<file path="src/sv/psp_pkg.sv">
`timescale 1ns / 1ps
// ----------------------------------------------------------------------------
// psp_pkg
// Shared types, constants and arithmetic helpers of the scan path generator.
// ----------------------------------------------------------------------------
package psp_pkg;

    localparam int ANGLE_BITS  = 16;
    localparam int TRIG_STAGES = 16;
    localparam int LAT_SHIFT   = 48 - ANGLE_BITS;
    localparam int LATENCY     = 2 * TRIG_STAGES + 10;

    localparam logic signed [33:0] CORDIC_GAIN = 34'sd652032874;

    localparam logic [2:0] MODE_EQUATOR = 3'd0;
    localparam logic [2:0] MODE_POLAR   = 3'd1;
    localparam logic [2:0] MODE_HELIX   = 3'd2;
    localparam logic [2:0] MODE_VOSC    = 3'd3;
    localparam logic [2:0] MODE_LAT     = 3'd4;

    localparam logic [3:0] REG_PATH_MODE  = 4'd0;
    localparam logic [3:0] REG_CENTER_X   = 4'd1;
    localparam logic [3:0] REG_CENTER_Y   = 4'd2;
    localparam logic [3:0] REG_CENTER_Z   = 4'd3;
    localparam logic [3:0] REG_RADIUS     = 4'd4;
    localparam logic [3:0] REG_AMPLITUDE  = 4'd5;
    localparam logic [3:0] REG_CYCLES     = 4'd6;
    localparam logic [3:0] REG_NODE_ANGLE = 4'd7;

    typedef struct packed {
        logic [16:0]           t;
        logic [ANGLE_BITS-1:0] th;
        logic [ANGLE_BITS-1:0] m;
    } item_t;

    typedef struct packed {
        logic [2:0]         path_mode;
        logic signed [31:0] center_x;
        logic signed [31:0] center_y;
        logic signed [31:0] center_z;
        logic [30:0]        radius;
        logic signed [31:0] amplitude;
        logic [15:0]        node_angle;
    } cfg_t;

    function automatic logic [31:0] atan_turn(input int i);
        logic [31:0] v;
        case (i)
            0:  v = 32'h20000000;
            1:  v = 32'h12E4051E;
            2:  v = 32'h09FB385B;
            3:  v = 32'h051111D4;
            4:  v = 32'h028B0D43;
            5:  v = 32'h0145D7E1;
            6:  v = 32'h00A2F61E;
            7:  v = 32'h00517C55;
            8:  v = 32'h0028BE53;
            9:  v = 32'h00145F2F;
            10: v = 32'h000A2F98;
            11: v = 32'h000517CC;
            12: v = 32'h00028BE6;
            13: v = 32'h000145F3;
            14: v = 32'h0000A2FA;
            15: v = 32'h0000517D;
            16: v = 32'h000028BE;
            17: v = 32'h0000145F;
            18: v = 32'h00000A30;
            19: v = 32'h00000518;
            20: v = 32'h0000028C;
            21: v = 32'h00000146;
            22: v = 32'h000000A3;
            23: v = 32'h00000051;
            default: v = 32'h0;
        endcase
        return v;
    endfunction

    // q9.16 value to turn phase, truncated and wrapped
    function automatic logic [ANGLE_BITS-1:0] phase_of(input logic [24:0] f);
        logic [47:0] w;
        w = {23'b0, f};
        if (ANGLE_BITS >= 16)
            w = w << (ANGLE_BITS - 16);
        else
            w = w >> (16 - ANGLE_BITS);
        return w[ANGLE_BITS-1:0];
    endfunction

    // q17.16 times q2.30, rounded
    function automatic logic signed [33:0] mulq(input logic signed [32:0] a,
                                                 input logic signed [31:0] q);
        logic signed [65:0] p;
        p = a * q + (66'sd1 <<< 29);
        return $signed(p[63:30]);
    endfunction

    function automatic logic [31:0] sat32(input logic signed [34:0] v);
        logic [31:0] r;
        if (v > 35'sd2147483647)
            r = 32'h7FFFFFFF;
        else if (v < -35'sd2147483648)
            r = 32'h80000000;
        else
            r = v[31:0];
        return r;
    endfunction

endpackage

</file>
<file path="src/sv/psp_front.sv">
`timescale 1ns / 1ps
// ----------------------------------------------------------------------------
// psp_front
// Accepts requests and works out the path and oscillation phases.
// ----------------------------------------------------------------------------
module psp_front (
    input  logic            clk,
    input  logic            rst_n,
    input  logic            start,
    input  logic [16:0]     t,
    input  logic [7:0]      cycles,
    input  logic            q_full,
    output logic            busy,
    output logic            push,
    output psp_pkg::item_t  item
);
    import psp_pkg::*;

    logic  valid_reg;
    logic  valid_next;
    item_t item_reg;
    logic  accept;
    logic [24:0] tn;

    assign busy   = valid_reg && q_full;
    assign accept = start && !busy;
    assign push   = valid_reg && !q_full;
    assign tn     = t * cycles;

    always_comb
    begin
        if (accept)
            valid_next = 1'b1;
        else if (q_full)
            valid_next = valid_reg;
        else
            valid_next = 1'b0;
    end

    always_ff @(posedge clk or negedge rst_n)
    begin
        if (!rst_n)
            valid_reg <= 1'b0;
        else
            valid_reg <= valid_next;
    end

    always_ff @(posedge clk)
    begin
        if (accept)
        begin
            item_reg.t  <= t;
            item_reg.th <= phase_of({8'b0, t});
            item_reg.m  <= phase_of(tn);
        end
    end

    assign item = item_reg;

endmodule

</file>
<file path="config.mk">
export PLATFORM = sky130hd
export DESIGN_NAME = psp_front
export DESIGN_NICKNAME = d
export VERILOG_FILES = /design/src/sv/psp_pkg.sv /design/src/sv/psp_front.sv
export SDC_FILE = /design/constraint.sdc
export NUM_CORES = 1
export LEC_CHECK = 0
export ABC_AREA = 0
export ABC_CLOCK_PERIOD_IN_PS = 4300
export CAP_MARGIN = 25
export CORE_ASPECT_RATIO = 0.9
export CORE_MARGIN = 3
export CORE_UTILIZATION = 32
export DETAILED_ROUTE_END_ITERATION = 6
export DONT_BUFFER_PORTS = 1
export GPL_TIMING_DRIVEN = 0
export SKIP_CTS_REPAIR_TIMING = 1
export SLEW_MARGIN = 15
export SYNTH_ARGS = -nofsm -noshare
export SYNTH_HDL_FRONTEND = slang
export SYNTH_SLANG_ARGS = --single-unit
</file>
<file path="constraint.sdc">
create_clock -name clk -period 4.3 [get_ports clk]
set_input_delay 0.43 -clock clk [delete_from_list [all_inputs] [get_ports clk]]
set_output_delay 0.43 -clock clk [all_outputs]
set_load 0.02 [all_outputs]
</file>
==> metrics.md <==
| Metric | Value |
|---|---|
| Clk root buf | clkbuf_16 |
| CP cell instances | clkbuf_4, and2_4, fa_1, fa_1, fa_1, inv_1, fa_1, inv_1, ha_4, o21ai_0, nand2_1, and4_1, o31ai_2, a311o_1, xnor2_1 |
| Cell area after synthesis | 3931 um^2 |
| Dominant cell type by area after synthesis | fa_1 |
| Antenna viol nets, final | 0 |
| Largest net degree at the start of global routing | 19 |
| Fin Hold WS | around 0.24 ns |
| Critical path required time | 4.34 ns |
| Cell Area, Placed | 4164 um^2 |
| Final Max Slew Viols | 0 |
| Vias in the first global route | 2833 |
| Crit path largest cell delay | 0.54 ns |
| Vias per std cell | 4.607 |
| Combinational group share of total power | 0.558 |
| Synth top area share | 0.3055 |
| DRC Markers | 0 |
| Clock Path Buffers | 2 |
| Seq/Total Area, Yosys | 0.2584 |
| Final worst path period need | 4.096 ns |
| Total clock buffers created by CTS | 5 |
| Max_cap viols | 0 |
| Inserted Diodes | 0 |
| Slew headroom | 0.6142 |
| Vias | 2529 |
| Placeable Area | between 10000 and 15000 um^2 |
| Slowest stage cell, crit path | fa_1 |
| Crit path top cell by count | fa_1 |
| First-pass GRT wire length | 14520 um |
| Fin area | around 4400 um^2 |
| H-Tree Depth | 2 |
| Initial Util | 0.3356 |
| Initial antenna violation count | 0 |
| Die ar. | 13650 um^2 |
| Congestion Overflow GR | 0 |
| WL final | ~8700 um |
| Drt pass-1 iters | 4 |
| Routed len/inst | 15.85 um |
| Post-synth EDFFs | 33 |
| Max reg flops | 33 |
| VDD IR max | 0.0002210 V |
| Hpwl dp | 6813 um |
| Final Skew | around 0.004 ns |
| Total power | 2.253 mW |
| Syn Area/Cell | 10.32 um^2 |
| Seq pwr share | 0.276 |
| All-Layer GR Usage | 0.1381 |
| Sw Share | 0.4057 |
| Crit-path max FO | 10 |
| Kind of critical path | in2reg |
| Clk sinks | 34 |
| Commonest cells post-synth | 72 x inv_1, 61 x and2_1, 60 x fa_1 |
| Final setup viols | 0 |
| WP data arrival | 4.14 ns |
| Ports | 80 |
| Synthesized flop and latch total | 34 |
| Share of cells above drive strength 1 | 0.09924 |
| Max Fclk | 244.1 MHz |
| Final nets | around 510 |
| Synth warn | 0 |
| Largest cells by area after synthesis | fa_1 31%, edfxtp_1 25%, and2_1 9.7% |
| Initial DRC Count | 86 |
| CP endpoint kind | flop |
| Clock group share of total power | 0.165 |
| Die width | approximately 120 um |
| Synth Instances | roughly 380 |
| GPL Wtd Cong | 0.8031 |
| Later-pin clock latency in the skew report | between 0.2 and 0.3 ns |
| Worst-Margin Slew | 0.5787 ns |
| Part of the cycle the worst path needs | 0.9527 |
| Clk slew on worst S/H paths | 0.06 ns |
| Leakage power | 1.968 nW |
| Utilization after layout | 0.3728 |
| Final Hold Viols | 0 |
| HP Class | in2reg |
| Crit path launch type | input pin |
| Dominant synthesized flop cell | edfxtp_1 |
| Status | completed |
| RSZ-0062 raised after global routing | false |
| Net Sw Power | 0.9139 mW |
| CTS tree | done |
| Die Y | 111.2 um |
| Area delta synth->final | 11.08% |
| Post-synth ARST share | 0.02941 |
| Syn Nets | 494 |
| Power per cell area | 515.9 nW/um^2 |
| Row Count | 37 |
| Port buffer count | 0 |
| Most numerous cell in the Yosys netlist | inv_1 |
| Int Power | between 1 and 1.5 mW |
| Synth cell types | 30 |
-- cells by family after synthesis --
kind of cell	after synthesis	synth area share
AO/OA/AOI/OAI	21	0.03628
AND/OR/NAND/NOR	124	0.1639
adder cells (fa/ha/maj)	84	0.3819
buffers and inverters	95	0.1063
flip-flops	34	0.2584
XOR/XNOR	23	0.05315
-- routing by layer --
metal | vias up | wire [um] | track usage
met5 | - | 0 | 0
met4 | 0 | 123 | 0.03881
met3 | 12 | 713 | 0.04286
met2 | 92 | 4138 | 0.2200
met1 | 1258 | 3726 | 0.1801
li1 | 1167 | - | -
-- cells in the final DEF (no fill, tap or decap), types with 2 or more instances in the layout --
cell type,netlist,routed
inv_1,72,72
a21o_1,3,3
edfxtp_1,33,33
xnor2_1,16,16
buf_4,16,20
a31oi_1,2,2
or3_1,2,2
nor2_1,8,8
fa_1,60,60
xor2_1,6,6
clkbuf_1,6,3
o21a_1,2,2
clkbuf_16,0,5
nand2_1,45,45
nor2b_1,4,3
or2_2,2,2
buf_2,0,2
ha_1,24,23
a21oi_1,3,3
and2_1,61,60
o21ai_0,4,4
-- final timing paths --
path                       cells after the start  slack (ns)                   from                     to
setup / recovery                              15        0.20              cycles[3]     item[14]$_DFFE_PP_
hold / removal                                 0        0.24                  t[10]     item[42]$_DFFE_PP_
setup reg to reg                               3        2.66  valid_reg$_DFFE_PN0P_     item[33]$_DFFE_PP_
hold reg to reg                                2        0.85  valid_reg$_DFFE_PN0P_  valid_reg$_DFFE_PN0P_
max in group asynchronous                      1        3.85                  rst_n  valid_reg$_DFFE_PN0P_
min in group asynchronous                      1        0.35                  rst_n  valid_reg$_DFFE_PN0P_
-- layout make-up --
type	instances	area (um^2)
Inverter	72	270.3
Clock inverter	1	5.005
Buffer	23	160.2
Tap cell	156	195.2
Timing Repair Buffer	4	52.55
Fill cell	1162	7346
Multi-Input combinational cell	252	2525
Clock buffer	7	142.6
Sequential cell	34	1016
-- per-stage QoR --
stage / setup WS [ns] / TNS, ns / instances
2_1_floorplan: 0.008097 / 0 / 381
3_3_place_gp: -0.3674 / -1.419 / 537
3_5_place_dp: -0.3506 / -1.393 / 538
4_1_cts: -0.05988 / -0.06895 / 546
5_1_grt: 0.02034 / 0 / 549
6_report: 0.2036 / 0 / 549
-- critical path: cells and delay by family --
kind | cells | cell delay (ns)
xor gates and xnor gates | 1 | 0.13
adders and majority gates | 5 | 2.27
and+or+nand+nor | 3 | 0.47
buffers and inverters | 3 | 0.30
AOI/OAI and AO/OA | 3 | 0.55
-- power groups by stage --
stage / combinational (mW) / clock [mW] / sequential [mW]
6_report: 1.26 / 0.373 / 0.623
5_1_grt: 1.46 / 0.394 / 0.635
3_3_place_gp: 1.17 / 0 / 0.638
3_5_place_dp: 1.19 / 0 / 0.636
2_1_floorplan: 0.971 / 0 / 0.618
4_1_cts: 1.21 / 0.388 / 0.630
Power figures use the tool's default switching activity.
