### config.mk
export PLATFORM = sky130hd
export DESIGN_NAME = psp_queue
export DESIGN_NICKNAME = d
export VERILOG_FILES = /design/src/sv/psp_pkg.sv /design/src/sv/psp_queue.sv
export SDC_FILE = /design/constraint.sdc
export NUM_CORES = 1
export LEC_CHECK = 0
export BUFFER_PORTS_ARGS = -buffer_cell sky130_fd_sc_hd__buf_2
export CAP_MARGIN = 10
export CORE_AREA = 8 8 97 99
export DETAILED_ROUTE_END_ITERATION = 8
export DIE_AREA = 0 0 105 107
export PLACE_DENSITY = 0.77
export RECOVER_POWER = 50
export SYNTH_ARGS = -nofsm -noshare
export SYNTH_HDL_FRONTEND = slang
export SYNTH_SLANG_ARGS = --single-unit
### constraint.sdc
create_clock -name clk -period 3.3 [get_ports clk]
set_input_delay 0.33 -clock clk [delete_from_list [all_inputs] [get_ports clk]]
set_output_delay 0.33 -clock clk [all_outputs]
set_load 0.01 [all_outputs]
### src/sv/psp_pkg.sv
`timescale 1ns / 1ps
// ----------------------------------------------------------------------------
// psp_pkg
// Shared types, constants and arithmetic helpers of the scan path generator.
// ----------------------------------------------------------------------------
package psp_pkg;

    localparam int ANGLE_BITS  = 16;
    localparam int TRIG_STAGES = 16;
    localparam int LAT_SHIFT   = 48 - ANGLE_BITS;
    localparam int LATENCY     = 2 * TRIG_STAGES + 10;

    localparam logic signed [33:0] CORDIC_GAIN = 34'sd652032874;

    localparam logic [2:0] MODE_EQUATOR = 3'd0;
    localparam logic [2:0] MODE_POLAR   = 3'd1;
    localparam logic [2:0] MODE_HELIX   = 3'd2;
    localparam logic [2:0] MODE_VOSC    = 3'd3;
    localparam logic [2:0] MODE_LAT     = 3'd4;

    localparam logic [3:0] REG_PATH_MODE  = 4'd0;
    localparam logic [3:0] REG_CENTER_X   = 4'd1;
    localparam logic [3:0] REG_CENTER_Y   = 4'd2;
    localparam logic [3:0] REG_CENTER_Z   = 4'd3;
    localparam logic [3:0] REG_RADIUS     = 4'd4;
    localparam logic [3:0] REG_AMPLITUDE  = 4'd5;
    localparam logic [3:0] REG_CYCLES     = 4'd6;
    localparam logic [3:0] REG_NODE_ANGLE = 4'd7;

    typedef struct packed {
        logic [16:0]           t;
        logic [ANGLE_BITS-1:0] th;
        logic [ANGLE_BITS-1:0] m;
    } item_t;

    typedef struct packed {
        logic [2:0]         path_mode;
        logic signed [31:0] center_x;
        logic signed [31:0] center_y;
        logic signed [31:0] center_z;
        logic [30:0]        radius;
        logic signed [31:0] amplitude;
        logic [15:0]        node_angle;
    } cfg_t;

    function automatic logic [31:0] atan_turn(input int i);
        logic [31:0] v;
        case (i)
            0:  v = 32'h20000000;
            1:  v = 32'h12E4051E;
            2:  v = 32'h09FB385B;
            3:  v = 32'h051111D4;
            4:  v = 32'h028B0D43;
            5:  v = 32'h0145D7E1;
            6:  v = 32'h00A2F61E;
            7:  v = 32'h00517C55;
            8:  v = 32'h0028BE53;
            9:  v = 32'h00145F2F;
            10: v = 32'h000A2F98;
            11: v = 32'h000517CC;
            12: v = 32'h00028BE6;
            13: v = 32'h000145F3;
            14: v = 32'h0000A2FA;
            15: v = 32'h0000517D;
            16: v = 32'h000028BE;
            17: v = 32'h0000145F;
            18: v = 32'h00000A30;
            19: v = 32'h00000518;
            20: v = 32'h0000028C;
            21: v = 32'h00000146;
            22: v = 32'h000000A3;
            23: v = 32'h00000051;
            default: v = 32'h0;
        endcase
        return v;
    endfunction

    // q9.16 value to turn phase, truncated and wrapped
    function automatic logic [ANGLE_BITS-1:0] phase_of(input logic [24:0] f);
        logic [47:0] w;
        w = {23'b0, f};
        if (ANGLE_BITS >= 16)
            w = w << (ANGLE_BITS - 16);
        else
            w = w >> (16 - ANGLE_BITS);
        return w[ANGLE_BITS-1:0];
    endfunction

    // q17.16 times q2.30, rounded
    function automatic logic signed [33:0] mulq(input logic signed [32:0] a,
                                                 input logic signed [31:0] q);
        logic signed [65:0] p;
        p = a * q + (66'sd1 <<< 29);
        return $signed(p[63:30]);
    endfunction

    function automatic logic [31:0] sat32(input logic signed [34:0] v);
        logic [31:0] r;
        if (v > 35'sd2147483647)
            r = 32'h7FFFFFFF;
        else if (v < -35'sd2147483648)
            r = 32'h80000000;
        else
            r = v[31:0];
        return r;
    endfunction

endpackage

### src/sv/psp_queue.sv
`timescale 1ns / 1ps
// ----------------------------------------------------------------------------
// psp_queue
// Two-entry queue between the front and the back pipeline.
// ----------------------------------------------------------------------------
module psp_queue (
    input  logic            clk,
    input  logic            rst_n,
    input  logic            push,
    input  psp_pkg::item_t  push_item,
    input  logic            pop,
    output logic            full,
    output logic            valid,
    output psp_pkg::item_t  head
);
    import psp_pkg::*;

    item_t      mem [0:1];
    logic       wr_ptr_reg;
    logic       rd_ptr_reg;
    logic [1:0] count_reg;
    logic       do_pop;

    assign full   = (count_reg == 2'd2);
    assign valid  = (count_reg != 2'd0);
    assign head   = mem[rd_ptr_reg];
    assign do_pop = pop && valid;

    always_ff @(posedge clk or negedge rst_n)
    begin
        if (!rst_n)
        begin
            wr_ptr_reg <= 1'b0;
            rd_ptr_reg <= 1'b0;
            count_reg  <= 2'd0;
        end
        else
        begin
            if (push)
                wr_ptr_reg <= !wr_ptr_reg;
            if (do_pop)
                rd_ptr_reg <= !rd_ptr_reg;
            if (push && !do_pop)
                count_reg <= count_reg + 2'd1;
            else if (do_pop && !push)
                count_reg <= count_reg - 2'd1;
        end
    end

    always_ff @(posedge clk)
    begin
        if (push)
            mem[wr_ptr_reg] <= push_item;
    end

endmodule

==> key figures, run 1 <==
Placed design
  – Placer's final routability congestion estimate: 0.629
  – Pre-CTS setup slack: approximately 1.4 ns
  – Total instance count after detailed placement: 375
  – DPL Wire Length: 4.69 mm
  – Port buffer count: 103

Timing
  – Post-layout minimum cycle time: 2.26 ns
  – Measured slew at the worst slew-check pin: between 1 and 1.5 ns
  – Fraction of the cycle the final worst path needs: 68.4%
  – Hold slack final: 0.172 ns
  – Maximum operating frequency: 443 MHz
  – Setup TNS: 0 ns
  – Remaining max-slew budget at the tightest pin: 24.3%
  – Hold Vio Cnt, Final: 0
  – RSZ-0062 raised after global routing: no
  – Smallest setup slack after layout: around 1.0 ns
  – Count of final setup violators: 0
  – Setup clock skew after layout: ~0.0063 ns
  – Number of max-slew violations in the final report: 0

Yosys
  – Total of flip-flops plus latches after synthesis: 102
  – Area share of the largest cell type after synthesis: 74.0%
  – Yosys warning count: 0
  – Synthesized cell area: 3980 sq um
  – Post-Syn Instances: about 170
  – Syn nets: roughly 220
  – Post-synth top area cell: edfxtp_1
  – Post-synthesis average cell area: ~24 sq um
  – Yosys cell types: 13
  – Sequential share of the synthesized area: 76.5%
  – Largest cells by area after synthesis: edfxtp_1 74%, mux2_4 18%, buf_12 2.5%, dfrtp_1 2.5%, xor2_1 0.66%

Critical path
  – Worst Path Buf+Inv: 1
  – Arrival @ worst endpoint: 1.93 ns
  – Maximum single-stage delay on the critical path: 1.05 ns
  – Kind of critical path: reg -> out
  – Cell with the biggest individual delay on the critical path: dfrtp_4
  – Launching element type of the critical path: flop
  – List of cells traversed by the critical path: mux2_4 > buf_2
  – Critical path required time: about 3.0 ns
  – Crit path max fanout: 50
  – Cell type group with the largest total delay on the critical path: flip-flops
  – Crit. End Element: output port

Floorplan
  – Floorplan die width: 105 um
  – Core Rows: 33
  – Placeable core region: 7930 sq um
  – IO Pins: 104
  – Initial Util: 50.2%
  – Die Area: 11200 sq um
  – Vertical die dimension: 107 um

Final layout
  – Area added between synthesis and finish: 18.6%
  – # diodes: 0
  – Number of flip-flops under the largest register name: 98
  – Share of post-route cells with drive strength above 1: 52.6%
  – Filler cell count: 630
  – Layout net count: approximately 340
  – Count of non-filler cells in the finished layout: 392
  – Multi-input gate area in the final layout: slightly above 800 sq um
  – Area of all sequential standard cells: 3050 sq um

Clock tree
  – H-tree depth: 3
  – Clock tree from TritonCTS: built
  – Post-cts repair resize count: 0
  – CTS buffer count: 9
  – Clock tree root buffer cell: clkbuf_8
  – # clock sinks: 102
  – Clock edge transition at the registers on the reported setup and hold paths: 0.09 ns
  – Clk_lat worst skew: roughly 0.34 ns
  – Hold buffers post-CTS: 1
  – Buffers from clock root to sink, at most: 2
  – Buffers inserted during post-CTS setup optimization: 0

Global routing
  – Overall Global Routing Usage: 12.0%
  – First-pass GRT wire length: 10.6 mm
  – Congestion Overflow GR: 0
  – Pin count of the biggest net entering global routing: 51
  – Antenna violations before repair: 0
  – Via count of the first global-routing pass: 2096

Route
  – DRC violation count after routing: 0
  – WL final: between 6 and 7 mm
  – Average detailed-routed wire length per instance: 16.9 um
  – Routed vias: 1887
  – Per-cell via count in the routed design: 4.81
  – First-iteration detailed-routing DRC count: 45
  – Number of routed nets with antenna violations: 0
  – Initial DRT Pass Iterations: 4

Pwr
  – Static leakage: 1.87 nW
  – Power density normalized to cell area: 818 nW/um^2
  – Max VDD drop: 0.521 mV

Run
  – Total of max-cap violations: 0

Outcome
  – Result of the run: finished, final reports clean

Worst hold path
  – Type of the tightest min-delay check: in -> reg
-- area by class of cell --
| type | count | share of cell area (%) |
|---|---|---|
| clock buffers | 10 | 2.70 |
| clock inverters | 6 | 1.30 |
| multi-input cells | 61 | 17.5 |
| flip-flops and latches | 102 | 64.5 |
| well taps | 105 | 2.78 |
| repair buffers | 108 | 11.2 |
-- through the flow --
| stage | utilization, % | power (mW) | cell area [sq um] |
|---|---|---|---|
| finish | 59.5 | 3.86 | 4720 |
| global route | 59.5 | 4.08 | 4720 |
| floorplan | - | 2.88 | 3980 |
| CTS | 60.0 | 3.94 | 4760 |
| detailed placement | 57.5 | 3.20 | 4560 |
| global placement | 57.5 | 3.18 | 4560 |
-- worst reg2reg max path, delay by kind of cell, from the launching register on --
| family | cells | cell delay [ns] |
|---|---|---|
| and+or+nand+nor | 1 | 0.89 |
| buffers and inverters | 1 | 0.42 |
| DFF | 1 | 0.38 |
-- logic make-up (layout without fill, tap and decap cells) --
logic type | count (synthesis) | after routing | share of synthesized area (%)
xor gates and xnor gates | 5 | 5 | 1.10
adders and majority gates | 1 | 1 | 0.314
buffers and inverters | 6 | 124 | 2.80
and+or+nand+nor | 6 | 6 | 0.818
DFF | 102 | 102 | 76.5
muxes | 49 | 49 | 18.5
-- layout by cell type, fill, tap and decap left out, types with 2 or more instances in the layout --
cell type and count:
buf_4 4, edfxtp_1 98, dfrtp_1 3, xnor2_1 2
nor2b_1 2, buf_2 82, clkbuf_8 9, clkinv_2 3
clkbuf_1 22, xor2_1 3, mux2_4 49
-- cells in the mapped netlist, drive strengths merged --
| library cell | instances |
|---|---|
| nor2b | 2 |
| edfxtp | 98 |
| xor2 | 3 |
| xnor2 | 2 |
| nand2 | 1 |
| dfrtp | 4 |
| or2 | 1 |
| buf | 6 |
| ha | 1 |
| nor2 | 1 |
| and2 | 1 |
| mux2 | 49 |
-- per-layer routing --
metal | part of all wire [%] | wire length, um | GRT usage [%]
met5 | 0 | 0 | 0
met4 | 0.44 | 29 | 3.36
met3 | 11 | 761 | 7.08
met2 | 47 | 3120 | 19.0
met1 | 41 | 2720 | 13.5
-- worst paths after layout --
kind	start	end	slack [ns]	cells past startpoint
worst max-delay path	rd_ptr_reg	head[5]	1.04	2
worst min-delay path	push_item[33]	mem[0][33]	0.17	1
worst max register to register	wr_ptr_reg	mem[1][20]	1.29	2
worst min register to register	count_reg[1]	count_reg[1]	0.49	1
max in group asynchronous	rst_n	rd_ptr_reg	2.69	2
min in group asynchronous	rst_n	rd_ptr_reg	0.37	2
-- report_power, final --
group / leakage (nW) / switching (mW) / internal (mW) / total (mW)
clock: 0.0964 / 0.381 / 0.350 / 0.731
combinational: 0.813 / 0.487 / 0.686 / 1.17
sequential: 0.966 / 0.235 / 1.72 / 1.96
(Power assumes the default switching activity.)
==> run 2: changes to the inputs <==
--- a/config.mk
+++ b/config.mk
@@ -7,10 +7,10 @@
 export LEC_CHECK = 0
 export BUFFER_PORTS_ARGS = -buffer_cell sky130_fd_sc_hd__buf_2
 export CAP_MARGIN = 10
-export CORE_AREA = 8 8 97 99
+export CORE_AREA = 8 8 102 104
 export DETAILED_ROUTE_END_ITERATION = 8
-export DIE_AREA = 0 0 105 107
-export PLACE_DENSITY = 0.77
+export DIE_AREA = 0 0 110 112
+export PLACE_DENSITY = 0.73
 export RECOVER_POWER = 50
 export SYNTH_ARGS = -nofsm -noshare
 export SYNTH_HDL_FRONTEND = slang
==> constraint.sdc (replaced) <==
create_clock -name clk -period 1.9 [get_ports clk]
set_input_delay 0.19 -clock clk [delete_from_list [all_inputs] [get_ports clk]]
set_output_delay 0.19 -clock clk [all_outputs]
set_load 0.01 [all_outputs]
==> run 2 against run 1 <==
Against the previous run:
- total power is 74% higher
- non-clock buffer count is 1 higher
- worst setup slack got worse by 0.96 ns
- utilization is 6.2 points lower
- die area is 9.7% higher
- global-route usage decreased by 1.4 points
- critical endpoint is now head[6]
- highest routed layer unchanged
==> key figures, run 2 (same netlist as run 1, synthesis figures left out) <==
Clock tree
  – Clock tree root buffer cell: clkbuf_8
  – Clk_lat worst skew: 0.34 ns (about the same)
  – Buffers from clock root to sink, at most: 2 (unchanged)
  – # clock sinks: 102 (unchanged)
  – Clock tree from TritonCTS: built
  – Buffers inserted during post-CTS setup optimization: 0 (unchanged)
  – CTS buffer count: 9 (unchanged)
  – H-tree depth: 3 (unchanged)
  – Clock edge transition at the registers on the reported setup and hold paths: 0.09 ns (about the same)

Critical path
  – Kind of critical path: reg -> out
  – Launching element type of the critical path: flop
  – Worst R2R Setup Slack: 0.21 ns (-1.08 ns)
  – Crit path max fanout: 50 (unchanged)
  – Crit. End Element: output port
  – Count of cells along the worst register-to-register path: 2 (unchanged)
  – End of the worst register-to-register path: mem[1][36]
  – Critical path required time: 1.71 ns (-1.26 ns)
  – Arrival @ worst endpoint: 1.62 ns (-0.31 ns)
  – Startpoint of the worst register-to-register path: wr_ptr_reg

Floorplan
  – Vertical die dimension: 112 um (+4.7%)
  – Initial Util: 44.8% (-5.4 points)
  – Floorplan die width: 110 um (+4.8%)
  – Die Area: 12300 sq um (+9.7%)
  – Placeable core region: 8890 sq um (+12%)
  – Core Rows: 35 (+6.1%)
  – IO Pins: 104 (unchanged)

Final layout
  – Filler cell count: 763 (+21%)
  – Area added between synthesis and finish: 19.1%
  – Most common cell after layout, fill and taps aside: edfxtp_1
  – Most frequent cells in the layout: 98 x edfxtp_1, 82 x buf_2, 49 x mux2_4
  – Count of non-filler cells in the finished layout: 397 (+1.3%)
  – Multi-input gate area in the final layout: 833 sq um (+1.1%)
  – # diodes: 0 (unchanged)
  – Layout net count: 337 (+0.30%)
  – Utilization after layout: 53.3% (-6.2 points)
  – Share of post-route cells with drive strength above 1: 52.8% (+0.18 points)
  – Area of all sequential standard cells: 3050 sq um (unchanged)
  – Number of flip-flops under the largest register name: 98 (unchanged)

Placed design
  – Pre-CTS setup slack: 0.459 ns (-0.934 ns)
  – Port buffer count: 103 (unchanged)
  – DPL Wire Length: 4.62 mm (-1.4%)
  – Placer's final routability congestion estimate: 0.583 (-7.3%)
  – Total instance count after detailed placement: 382 (+1.9%)

Global routing
  – Congestion Overflow GR: 0 (unchanged)
  – Antenna violations before repair: 0 (unchanged)
  – First-pass GRT wire length: 10.0 mm (-5.3%)
  – Pin count of the biggest net entering global routing: 51 (unchanged)
  – Overall Global Routing Usage: 10.6% (-1.4 points)
  – Via count of the first global-routing pass: 2068 (-1.3%)

Route
  – Initial DRT Pass Iterations: 4 (unchanged)
  – First-iteration detailed-routing DRC count: 44 (-2.2%)
  – Average detailed-routed wire length per instance: 16.7 um (-1.2%)
  – Per-cell via count in the routed design: 4.72 (-1.9%)
  – Routed vias: 1874 (-0.69%)
  – WL final: 6.64 mm (+0.11%)
  – DRC violation count after routing: 0 (unchanged)
  – Number of routed nets with antenna violations: 0 (unchanged)

Timing
  – Count of final setup violators: 0 (unchanged)
  – Fraction of the cycle the final worst path needs: 95.5%
  – Number of max-slew violations in the final report: 0 (unchanged)
  – Remaining max-slew budget at the tightest pin: 38.9% (+15 points)
  – Smallest setup slack after layout: 0.0856 ns (-0.957 ns)
  – RSZ-0062 raised after global routing: no
  – Post-layout minimum cycle time: about 1.8 ns
  – Maximum operating frequency: 551 MHz
  – Hold Vio Cnt, Final: 0 (unchanged)
  – Setup TNS: 0 ns (unchanged)
  – Measured slew at the worst slew-check pin: 0.917 ns (-0.218 ns)
  – Setup clock skew after layout: 0.0104 ns (+0.00410 ns)

Pwr
  – Static leakage: 1.87 nW (about the same)
  – Max VDD drop: 0.666 mV (+28%)
  – Power density normalized to cell area: 1420 nW/um^2 (+73%)
  – Overall Power: 6.71 mW (+74%)

Outcome
  – Result of the run: finished, final reports clean

Worst hold path
  – Worst Hold Path Cells: 1 (unchanged)
  – Worst min-delay path endpoint: mem[1][42]
  – Type of the tightest min-delay check: in -> reg
  – Worst Hold Launch: push_item[42]

Run
  – Total of max-cap violations: 0 (unchanged)
==> run 2: worst max path at each step <==
stage / start / endpoint / slack [ns] / cells past startpoint
6_report: rd_ptr_reg / head[6] / 0.09 / 3
5_1_grt: rd_ptr_reg / head[1] / 0.02 / 3
3_5_place_dp: rd_ptr_reg / head[10] / 0.46 / 3
4_1_cts: rd_ptr_reg / head[10] / 0.06 / 3
3_3_place_gp: rd_ptr_reg / head[10] / 0.46 / 3
2_1_floorplan: wr_ptr_reg / mem[0][0] / 0.33 / 1
==> run 2: what timing repair did <==
item,in CTS,in global routing
endpoints found under the setup margin,0,0
hold buffers,1,0
hold endpoints to repair,4,0
gates resized for setup,0,0
==> run 2: critical path: stages, from the launching register on <==
cell,delay [ns]
dfrtp_4,0.42
buf_12,0.34
mux2_4,0.34
buf_2,0.14
==> run 2: final cells by class <==
type                            count  area share (%)
Sequential cell                   102            64.3
Clock inverter                      4            1.06
Timing Repair Buffer              109            11.5
Clock buffer                       10            2.69
Tap cell                          111            2.93
Multi-Input combinational cell     61            17.6
==> run 2: report_power, final <==
group,switching [mW],internal [mW],total [mW]
clock,0.657,0.593,1.25
sequential,0.135,3.00,3.13
combinational,1.12,1.20,2.33
total,1.91,4.80,6.71
==> run 2: routing by layer <==
layer / up-vias / GRT usage, % / share of wire, %
li1: 881 / - / -
met1: 917 / 11.9 / 40
met2: 65 / 17.3 / 50
met3: 11 / 3.64 / 8.4
met4: 0 / 5.41 / 1.6
met5: - / 0 / 0
==> run 2: per-stage QoR <==
stage,hold slack [ns],instance area (sq um)
floorplan,-0.106,3990
global placement,-0.000312,4600
detailed placement,0.00525,4600
CTS,0.00378,4780
global route,0.00178,4740
finish,0.0279,4740
